<file path="src/mlq_pkg.sv">
// ----------------------------------------------------------------------------
// mlq_pkg
// Shared codes for the multiple linear queue block: operation kinds,
// result status codes and the configuration reset value.
// ----------------------------------------------------------------------------
package mlq_pkg;

	typedef logic [1:0] status_t;
	typedef logic       kind_t;

	localparam kind_t KIND_ENQ = 1'b0;
	localparam kind_t KIND_DEQ = 1'b1;

	localparam status_t ST_DONE    = 2'd0;
	localparam status_t ST_FULL    = 2'd1;
	localparam status_t ST_EMPTY   = 2'd2;
	localparam status_t ST_INVALID = 2'd3;

	localparam logic [3:0] CFG_QUEUES_RESET = 4'd8;

endpackage

</file>
<file path="src/mlq_ram.sv">
// ----------------------------------------------------------------------------
// mlq_ram
// Generic single-clock RAM: one write port, one read port with read enable,
// read data registered and held while the read enable is low.
// ----------------------------------------------------------------------------
module mlq_ram #(
	parameter int WIDTH = 32,
	parameter int DEPTH = 128
) (
	input  logic                                   clk,
	input  logic                                   we,
	input  logic [(DEPTH > 1 ? $clog2(DEPTH) : 1)-1:0] waddr,
	input  logic [WIDTH-1:0]                       wdata,
	input  logic                                   re,
	input  logic [(DEPTH > 1 ? $clog2(DEPTH) : 1)-1:0] raddr,
	output logic [WIDTH-1:0]                       rdata
);

	logic [WIDTH-1:0] mem [DEPTH];

	always_ff @(posedge clk) begin
		if (we) begin
			mem[waddr] <= wdata;
		end
		if (re) begin
			rdata <= mem[raddr];
		end
	end

endmodule

</file>
<file path="src/multi_linear_queue.sv">
// ----------------------------------------------------------------------------
// multi_linear_queue
// Several linear queues sharing one slot memory, each owning a fixed slice.
// ----------------------------------------------------------------------------
// Usage:
//   Input channel (in_valid/in_stall) carries one operation per beat: kind
//   (0 enqueue, 1 dequeue), queue_index and item_in. Output channel
//   (out_valid/out_stall) returns one beat per operation: status and
//   item_out (dequeued value, else 0). The user must write queues_in_use
//   via cfg_we/cfg_wdata only while idle; the block does not enforce this.
//   Queue numbers at or above it, or at or above QUEUE_COUNT, report invalid.
// Sequencing:
//   One operation is in flight at a time. An enqueue or a rejected
//   operation reads the pointer memory, then does its update; a
//   successful dequeue reads the pointer memory, then the slot memory.
//   The next beat is taken as soon as the result is in the output register,
//   even if that result has not been taken yet.
// Reset:
//   arst_n clears all queues to empty and sets queues_in_use to 8. The slot
//   and pointer memories are not cleared; per-queue occupied flags cover it.
// Stall:
//   While out_stall holds a result, a following operation waits before its
//   update step, so no state changes until its result can be registered.
// ----------------------------------------------------------------------------
module multi_linear_queue
	import mlq_pkg::*;
#(
	parameter int QUEUE_COUNT = 8,
	parameter int QUEUE_DEPTH = 16,
	parameter int ITEM_WIDTH  = 32
) (
	input  logic               clk,
	input  logic               arst_n,
	input  logic               cfg_we,
	input  logic [3:0]         cfg_wdata,
	input  logic               in_valid,
	output logic               in_stall,
	input  logic               kind,
	input  logic [2:0]         queue_index,
	input  logic signed [31:0] item_in,
	output logic               out_valid,
	input  logic               out_stall,
	output logic [1:0]         status,
	output logic signed [31:0] item_out
);

	localparam int QW   = QUEUE_COUNT > 1 ? $clog2(QUEUE_COUNT) : 1;
	localparam int PW   = $clog2(QUEUE_DEPTH);
	localparam int SLOTS = QUEUE_COUNT * QUEUE_DEPTH;
	localparam int AW   = $clog2(SLOTS);
	localparam logic [PW-1:0] LAST_POS = PW'(QUEUE_DEPTH - 1);

	localparam logic [1:0] S_IDLE = 2'd0;
	localparam logic [1:0] S_PTR  = 2'd1;
	localparam logic [1:0] S_SLOT = 2'd2;

	logic [1:0]             state_q;
	logic [3:0]             queues_in_use_q;
	logic [QUEUE_COUNT-1:0] occ_q;

	kind_t                  kind_q;
	logic [2:0]             qnum_q;
	logic [ITEM_WIDTH-1:0]  item_q;

	logic                   out_valid_q;
	status_t                status_q;
	logic [31:0]            item_out_q;

	logic                   in_take;
	logic                   out_free;
	logic [QW-1:0]          qi;
	logic                   q_ok;
	logic                   occ_cur;
	logic [PW-1:0]          head_rd;
	logic [PW-1:0]          tail_rd;
	logic [2*PW-1:0]        ptr_rdata;
	logic                   ptr_we;
	logic [2*PW-1:0]        ptr_wdata;
	logic [AW-1:0]          base;
	logic                   slot_we;
	logic                   slot_re;
	logic [AW-1:0]          slot_addr;
	logic [ITEM_WIDTH-1:0]  slot_rdata;
	logic                   occ_set;
	logic                   occ_clr;
	logic                   ptr_done;
	status_t                ptr_status;
	logic                   deq_go;
	logic                   res_load;

	assign in_take  = in_valid && (state_q == S_IDLE);
	assign in_stall = (state_q != S_IDLE);
	assign out_free = !out_valid_q || !out_stall;
	assign res_load = (ptr_done && !deq_go) || (state_q == S_SLOT && out_free);

	assign qi      = QW'(qnum_q);
	assign q_ok    = (4'(qnum_q) < queues_in_use_q) && (32'(qnum_q) < QUEUE_COUNT);
	assign occ_cur = occ_q[qi];
	assign head_rd = ptr_rdata[2*PW-1:PW];
	assign tail_rd = ptr_rdata[PW-1:0];
	assign base    = AW'(qi) * AW'(QUEUE_DEPTH);

	// update step decisions, made in S_PTR once the pointer word is back
	always_comb begin
		ptr_status = ST_DONE;
		ptr_we     = 1'b0;
		ptr_wdata  = '0;
		slot_we    = 1'b0;
		slot_re    = 1'b0;
		slot_addr  = base;
		occ_set    = 1'b0;
		occ_clr    = 1'b0;
		deq_go     = 1'b0;
		ptr_done   = (state_q == S_PTR) && out_free;
		if (!q_ok) begin
			ptr_status = ST_INVALID;
		end else if (kind_q == KIND_ENQ) begin
			if (occ_cur && tail_rd == LAST_POS) begin
				ptr_status = ST_FULL;
			end else if (!occ_cur) begin
				ptr_we    = ptr_done;
				ptr_wdata = '0;
				slot_we   = ptr_done;
				slot_addr = base;
				occ_set   = ptr_done;
			end else begin
				ptr_we    = ptr_done;
				ptr_wdata = {head_rd, tail_rd + PW'(1)};
				slot_we   = ptr_done;
				slot_addr = base + AW'(tail_rd + PW'(1));
			end
		end else begin
			if (!occ_cur) begin
				ptr_status = ST_EMPTY;
			end else begin
				deq_go    = 1'b1;
				slot_re   = ptr_done;
				slot_addr = base + AW'(head_rd);
				ptr_we    = ptr_done;
				// last item drains the queue back to the empty mark
				if (head_rd == tail_rd) begin
					ptr_wdata = '0;
					occ_clr   = ptr_done;
				end else begin
					ptr_wdata = {head_rd + PW'(1), tail_rd};
				end
			end
		end
	end

	mlq_ram #(
		.WIDTH (2 * PW),
		.DEPTH (QUEUE_COUNT)
	) u_ptr_ram (
		.clk   (clk),
		.we    (ptr_we),
		.waddr (qi),
		.wdata (ptr_wdata),
		.re    (in_take),
		.raddr (QW'(queue_index)),
		.rdata (ptr_rdata)
	);

	mlq_ram #(
		.WIDTH (ITEM_WIDTH),
		.DEPTH (SLOTS)
	) u_slot_ram (
		.clk   (clk),
		.we    (slot_we),
		.waddr (slot_addr),
		.wdata (item_q),
		.re    (slot_re),
		.raddr (slot_addr),
		.rdata (slot_rdata)
	);

	always_ff @(posedge clk or negedge arst_n) begin
		if (!arst_n) begin
			state_q         <= S_IDLE;
			queues_in_use_q <= CFG_QUEUES_RESET;
			occ_q           <= '0;
			out_valid_q     <= 1'b0;
		end else begin
			if (cfg_we) begin
				queues_in_use_q <= cfg_wdata;
			end
			if (res_load) begin
				out_valid_q <= 1'b1;
			end else if (out_valid_q && !out_stall) begin
				out_valid_q <= 1'b0;
			end
			if (occ_set) begin
				occ_q[qi] <= 1'b1;
			end
			if (occ_clr) begin
				occ_q[qi] <= 1'b0;
			end
			case (state_q)
				S_IDLE: begin
					if (in_take) begin
						state_q <= S_PTR;
					end
				end
				S_PTR: begin
					if (ptr_done) begin
						if (deq_go) begin
							state_q <= S_SLOT;
						end else begin
							state_q <= S_IDLE;
						end
					end
				end
				S_SLOT: begin
					if (out_free) begin
						state_q <= S_IDLE;
					end
				end
				default: begin
					state_q <= S_IDLE;
				end
			endcase
		end
	end

	always_ff @(posedge clk) begin
		if (in_take) begin
			kind_q <= kind;
			qnum_q <= queue_index;
			item_q <= ITEM_WIDTH'($unsigned(item_in));
		end
		if (ptr_done && !deq_go) begin
			status_q   <= ptr_status;
			item_out_q <= '0;
		end
		if (state_q == S_SLOT && out_free) begin
			status_q   <= ST_DONE;
			item_out_q <= 32'($signed(slot_rdata));
		end
	end

	assign out_valid = out_valid_q;
	assign status    = status_q;
	assign item_out  = item_out_q;

`ifndef SYNTHESIS
	a_slot_from_ptr: assert property (@(posedge clk) disable iff (!arst_n)
		state_q == S_SLOT |-> $past(state_q) == S_PTR || $past(state_q) == S_SLOT)
		else $error("slot wait entered without pointer step");

	a_take_to_ptr: assert property (@(posedge clk) disable iff (!arst_n)
		in_valid && !in_stall |=> state_q == S_PTR)
		else $error("accepted beat did not start pointer step");

	a_slot_we_enq: assert property (@(posedge clk) disable iff (!arst_n)
		slot_we |-> state_q == S_PTR && kind_q == KIND_ENQ && q_ok && out_free)
		else $error("slot write outside a valid enqueue");

	a_one_slot_access: assert property (@(posedge clk) disable iff (!arst_n)
		!(slot_we && slot_re))
		else $error("slot read and write in the same cycle");

	a_zero_unless_done: assert property (@(posedge clk) disable iff (!arst_n)
		out_valid_q |-> status_q == ST_DONE || item_out_q == 32'd0)
		else $error("nonzero item with a failing status");
`endif

endmodule
</file>
<file path="config.mk">
export PLATFORM = sky130hd
export DESIGN_NAME = multi_linear_queue
export DESIGN_NICKNAME = d
export VERILOG_FILES = /design/src/mlq_pkg.sv /design/src/mlq_ram.sv /design/src/multi_linear_queue.sv
export SDC_FILE = /design/constraint.sdc
export NUM_CORES = 2
export LEC_CHECK = 0
export BUFFER_PORTS_ARGS = -buffer_cell sky130_fd_sc_hd__buf_2
export CAP_MARGIN = 15
export CORE_ASPECT_RATIO = 0.5
export CORE_MARGIN = 1.5
export CORE_UTILIZATION = 40
export CTS_CLUSTER_SIZE = 25
export DETAILED_ROUTE_END_ITERATION = 8
export HOLD_SLACK_MARGIN = 0.05
export PLACE_DENSITY = 0.5
export SYNTH_ARGS = -nofsm -noshare
export SYNTH_HDL_FRONTEND = slang
export SYNTH_MEMORY_MAX_BITS = 65536
export SYNTH_SLANG_ARGS = --single-unit
export TNS_END_PERCENT = 30
</file>
<file path="constraint.sdc">
create_clock -name clk -period 8 [get_ports clk]
set_input_delay 0.8 -clock clk [delete_from_list [all_inputs] [get_ports clk]]
set_output_delay 0.8 -clock clk [all_outputs]
set_load 0.01 [all_outputs]
</file>
Word-level counts from Yosys, hierarchy flattened
Memories as Yosys holds them, arrays and structs flattened. A register that Yosys moved wholly into a read port is not among the register bits. Cells that the tools add are included. W data, S select, Z words.

$add $sub $neg: 5. $lt $le $gt $ge: 3. Equality and inequality tests: 7. Multiplexer cells: 53. Bitwise gates (word level): 3. Reduce and logical (&&, ||, !) cells: 17.

Operators by type and width (number): $mux W32 (2); $mux W8 (8); $mux W7 (5); $mux W1 (28); $mux W2 (7); $add A4 B1 Y4 const B (2); $and A8 B8 Y8 (1); $not A8 Y8 (1); $or A8 B8 Y8 (1); $add A7 B4 Y7 (1); $add A7 B5 Y7 (1); $logic_and A1 B1 Y1 (7); $ne A2 B2 Y1 const B (3); $pmux W2 S3 (1); $reduce_bool A2 Y1 (3); $add A4 B1 Y5 const B (1); $eq A4 B4 Y1 (1); $eq A4 B4 Y1 const B (1); $lt A3 B4 Y1 (1); $lt A3 B4 Y1 const B (1); $bmux W1 S3 (1); $demux W1 S3 (1); $ge A3 B1 Y1 const B (1); $logic_not A1 Y1 (3); 5 further kinds (6).

Register bits after elaboration: 85. Memory bits (writable): 4160. Input bits: 45. Output and inout bits: 36. Memories kept: 2.

Memory list: u_slot_ram.mem (words 128, bits a word 32, rd ports 1, clocked after memory_dff 1, wr ports 1, line mlq_ram.sv:19) `logic [WIDTH-1:0] mem [DEPTH];`; u_ptr_ram.mem (words 8, bits a word 8, rd ports 1, clocked after memory_dff 1, wr ports 1, line mlq_ram.sv:19).

Longest topological paths before layout
Depth in word-level cells: 10. Depth in mapped cells: 16. Depth with buffers taken out: 11.

Cells and area by module
A second synthesis with hierarchy kept.

Cell total of the unflattened synthesis: 6368. Area, all modules: 162965.0 um^2.

By module, submodules not included: mlq_ram (u_slot_ram) (instances 1, cells each 5990, area an instance 156596.4 um^2, sequential area each 123958.9 um^2); multi_linear_queue (instances 1, cells each 264, area an instance 3597.2 um^2, sequential area each 2458.6 um^2); mlq_ram (u_ptr_ram) (instances 1, cells each 114, area an instance 2771.4 um^2, sequential area each 2162.1 um^2).

Least setup slack after synthesis
Ideal clock, no wire load.

Path kind: register to register. Start: reg u_ptr_ram.rdata[1], read port of u_ptr_ram.mem. End: mem u_slot_ram.mem[113][0], enable pin. Library setup time: 0.421 ns. Arrival time: 4.236 ns. Required time: 7.579 ns. Setup slack: 3.343 ns. Stages on the path, launching flop included: 14. Cell sequence: edfxtp_1 > ha_1 > buf_2 > a311oi_1 > a21o_1 > buf_2 > o211ai_2 > buf_4 > nor2_1 > clkbuf_1 > clkbuf_1 > buf_2 > nand3_1 > nor2_1.

Cells in the longest elaborated chain, start to end: 7. Elaborated cells on any way between the ends: 13.

RTL lines: start, declared (line mlq_ram.sv:16) `output logic [WIDTH-1:0] rdata`; branches (longest 7 deep; another with $add A7 B5 Y7); end, declared (line mlq_ram.sv:19).

Parallel ways; which one is timed is not known.

Worst setup path after layout
Start: reg u_ptr_ram.rdata[0], read port of u_ptr_ram.mem. End: reg u_slot_ram.rdata[31], read port of u_slot_ram.mem (data pin).

Cells in the longest elaborated chain, start to end: 6. Elaborated cells on any way between the ends: 8.

RTL lines: $add A4 B1 Y5 (line multi_linear_queue.sv:130) `slot_addr = base + AW'(tail_rd + PW'(1));`; $add A7 B5 Y7 (line multi_linear_queue.sv:130); $mux W7 (line multi_linear_queue.sv:120) `end else if (!occ_cur) begin`; $mux W7 * (line multi_linear_queue.sv:118) `if (occ_cur && tail_rd == LAST_POS) begin`; $mux W7 * (line multi_linear_queue.sv:117) `end else if (kind_q == KIND_ENQ) begin`; $mux W7 * (line multi_linear_queue.sv:115) `if (!q_ok) begin`; end, declared (line mlq_ram.sv:16).

Every way passes the cells marked *; elsewhere a longest branch is shown, timed or not. A chain may end at the register's enable or synchronous reset.

==> results_dict.tcl <==
set metrics [dict create \
    crit_type "reg -> reg" \
    dp_hpwl_um 301000 \
    max_clock_freq_ghz 0.138 \
    worst_pin_slew_ns 1.37 \
    period_share_pct 90.3 \
    ys.flop_type "edfxtp_1" \
    core_area_mm2 0.391 \
    hp-class "in -> reg" \
    synth_area_leader_cell "edfxtp_1" \
    slew_headroom_pct 8.62 \
    finalMaxSlewViolations 0 \
    multi_input_area_mm2 0.0281 \
    fin_nets 9143 \
    grt_max_degree 129 \
    synth_fp_nets 8875 \
    async_flop_share_pct 0.350 \
    routed_wl_um 533000 \
    status "completed" \
    hold_path_startpoint "cfg_we" \
    die_area_mm2 0.398 \
    p_seq_share_pct 46.6 \
    netlist_area_mm2 0.158 \
    setup_viol 0 \
    worstPathRequired_ns 8.85 \
    wire_per_inst_um 36.3 \
    path_max_fanout 59 \
    yosys_warnings 0 \
    cts_max_level 5 \
    num-fill-cells 33500 \
    die_h_um 447 \
    clockBufferDepth 4 \
    cts-root-buf "clkbuf_16" \
    hold_viol 0 \
    grt_antenna_before_repair 46 \
    place.gp.congestion 0.902 \
    avgViaCountPerCell 6.24 \
    internal_power_mw 38.6 \
    drtAntennaViolNets 0 \
    yosysUniqueCellTypes 71 \
    clock_latency_ns 1.00 \
    synth-edff-count 4268 \
    rsz0062_at_grt "no" \
    power_density_mw_per_mm2 307 \
    portBuffers 80 \
    overflow 0 \
    fin_crit_ns 7.23 \
    start_util_pct 40.3 \
    route.detailed.drc 0 \
    r2r-start "u_ptr_ram.rdata[0]$_DFFE_PP_" \
    syn_inst 8826 \
    vias 91700 \
    regArea_mm2 0.129 \
    p_total_mw 55.3 \
    cts_made_buffers 391 \
    areaGrowthSynthToFinish_pct 14.4 \
    chipWidth_um 891 \
    setup_tns_ns 0 \
    cts_tree "done" \
    end_kind "flop" \
    drive_gt1_share_pct 13.6 \
    pwr-share-clk_pct 33.8 \
    grt_pass1_vias 86100 \
    seq_area_frac_synth_pct 81.6 \
    p_comb_share_pct 19.6 \
    skew_ns 0.0566 \
    io_pins 81 \
    clk_pin_slew_worst_paths_ns 0.07 \
    cts_setup_buffers 0 \
    swShare_pct 30.3 \
    ys_seq_elements 4285 \
    p_leak_nw 55.5 \
    drv_cap 0 \
    crit_start "u_ptr_ram.rdata[0]$_DFFE_PP_" \
    grtUsageTotal_pct 26.0 \
    synth_commonest_cells "4268 x edfxtp_1, 777 x a22oi_1, 588 x nand2_1" \
    synth.avg_cell_area_um2 17.9 \
    p_switching_mw 16.8 \
    synth.top_cells.by_area "edfxtp_1 81%, a22oi_1 3.7%, a222oi_1 2.1%, a21oi_1 1.6%, a22o_1 1.5%" \
    yosysMostFrequentCell "edfxtp_1" \
    dr.pass1.iters 9 \
    start_kind "flop" \
    ir_drop_mv 0.276 \
    yosys.area.top_type_share_pct 81.3 \
    drt_iter0_markers 14700 \
    arrival_ns 8.08 \
    rows 162 \
    clkSinkCount 4285 \
    grt_pass1_wl_um 728000 \
]
## stage by stage
step                instances  instance area [um^2]  utilization (%)  setup slack [ns]  hold slack, ns
finish                  14700                180000             46.1             0.774          0.0795
global route            14700                180000             46.1             0.841          0.0702
CTS                     14600                180000             46.0              1.25          0.0552
detailed placement      13900                167000             42.8              1.27           0.461
global placement        13900                167000             42.7              1.27           0.466
floorplan                8826                158000                -              3.34           0.428
## layout by cell type, fill, tap and decap left out, drive strengths merged, types with 169 or more instances in the layout
master / Yosys / final
a21oi: 490 / 490
a221oi: 175 / 175
a222oi: 330 / 330
a22o: 261 / 261
a22oi: 777 / 777
a31oi: 233 / 233
buf: 207 / 467
clkbuf: 424 / 483
clkinv: 0 / 169
edfxtp: 4268 / 4268
nand2: 588 / 588
nor2: 197 / 197
## state kept, by name (all words and copies together) (netlist names)
signal            flops
u_ptr_ram.mem        64
state_q               2
qi                    3
status                2
u_slot_ram.rdata     32
out_valid             1
occ_q                 8
u_ptr_ram.rdata       8
item_out             32
u_slot_ram.mem     4096
queues_in_use_q       4
item_q               32
kind_q                1
## timing repair
| item | in CTS | in global routing |
|---|---|---|
| endpoints found under the hold margin | 52 | 0 |
| hold buffers | 39 | 0 |
| gates resized for setup | 0 | 0 |
## layout make-up
type                       count  share of cell area (%)
antenna                       29                  0.0403
clock inverter               220                    1.13
multi-input combinational   3903                    15.6
clock buffer                 483                    5.69
inverter                       7                  0.0146
timing repair buffer         506                    2.55
sequential                  4285                    71.4
tap                         5248                    3.64
## cells by family (layout without fill, tap and decap cells)
| group | count (synthesis) | after routing | synth area share [%] |
|---|---|---|---|
| AND/OR/NAND/NOR | 1319 | 1319 | 4.02 |
| buffers and inverters | 638 | 1216 | 1.70 |
| multiplexers | 106 | 106 | 0.828 |
| adder cells (fa/ha/maj) | 4 | 4 | 0.0318 |
| flip-flops | 4285 | 4285 | 81.6 |
| XOR/XNOR | 6 | 6 | 0.0334 |
| AO/OA/AOI/OAI | 2468 | 2468 | 11.8 |
| other | 0 | 29 | 0 |
## routing by layer
layer | up-vias | share of wire, % | GRT usage, %
li1 | 37400 | - | -
met1 | 48700 | 41 | 36.6
met2 | 4764 | 45 | 40.0
met3 | 724 | 10 | 6.11
met4 | 16 | 3.5 | 8.40
met5 | - | 0.075 | 0.517
## critical path, cell delays in order (launching register included)
cell and delay, ns:
edfxtp_1 0.52, ha_1 0.40, a311oi_1 0.65, a21o_4 0.60
o211ai_2 0.65, nor3_4 0.91, buf_12 0.32, buf_12 0.40
buf_4 0.40, a222oi_1 0.13, a21oi_1 0.41, nor4_1 0.11
a21oi_1 1.06, or3_1 0.21
## power by group through the flow
| stage | logic (mW) | clock network, mW | registers [mW] |
|---|---|---|---|
| after detailed placement | 10.8 | 0 | 26.3 |
| after CTS | 10.8 | 18.9 | 25.8 |
| after global routing | 11.2 | 19.7 | 25.8 |
| after global placement | 10.7 | 0 | 26.3 |
| after floorplan | 4.83 | 0 | 26.7 |
| final | 10.9 | 18.7 | 25.8 |
## path summary, 6_finish.rpt
check,end,slack [ns],depth (start not counted)
worst max-delay path,u_slot_ram.rdata[31]$_DFFE_PP_,0.77,13
worst min-delay path,queues_in_use_q[1]$_DFFE_PN0P_,0.08,2
worst max register to register,u_slot_ram.rdata[31]$_DFFE_PP_,0.77,13
worst min register to register,state_q[0]$_DFFE_PN0P_,0.48,1
max in group asynchronous,queues_in_use_q[3]$_DFFE_PN1P_,7.45,2
min in group asynchronous,state_q[0]$_DFFE_PN0P_,0.24,2
(Power assumes the default switching activity.)
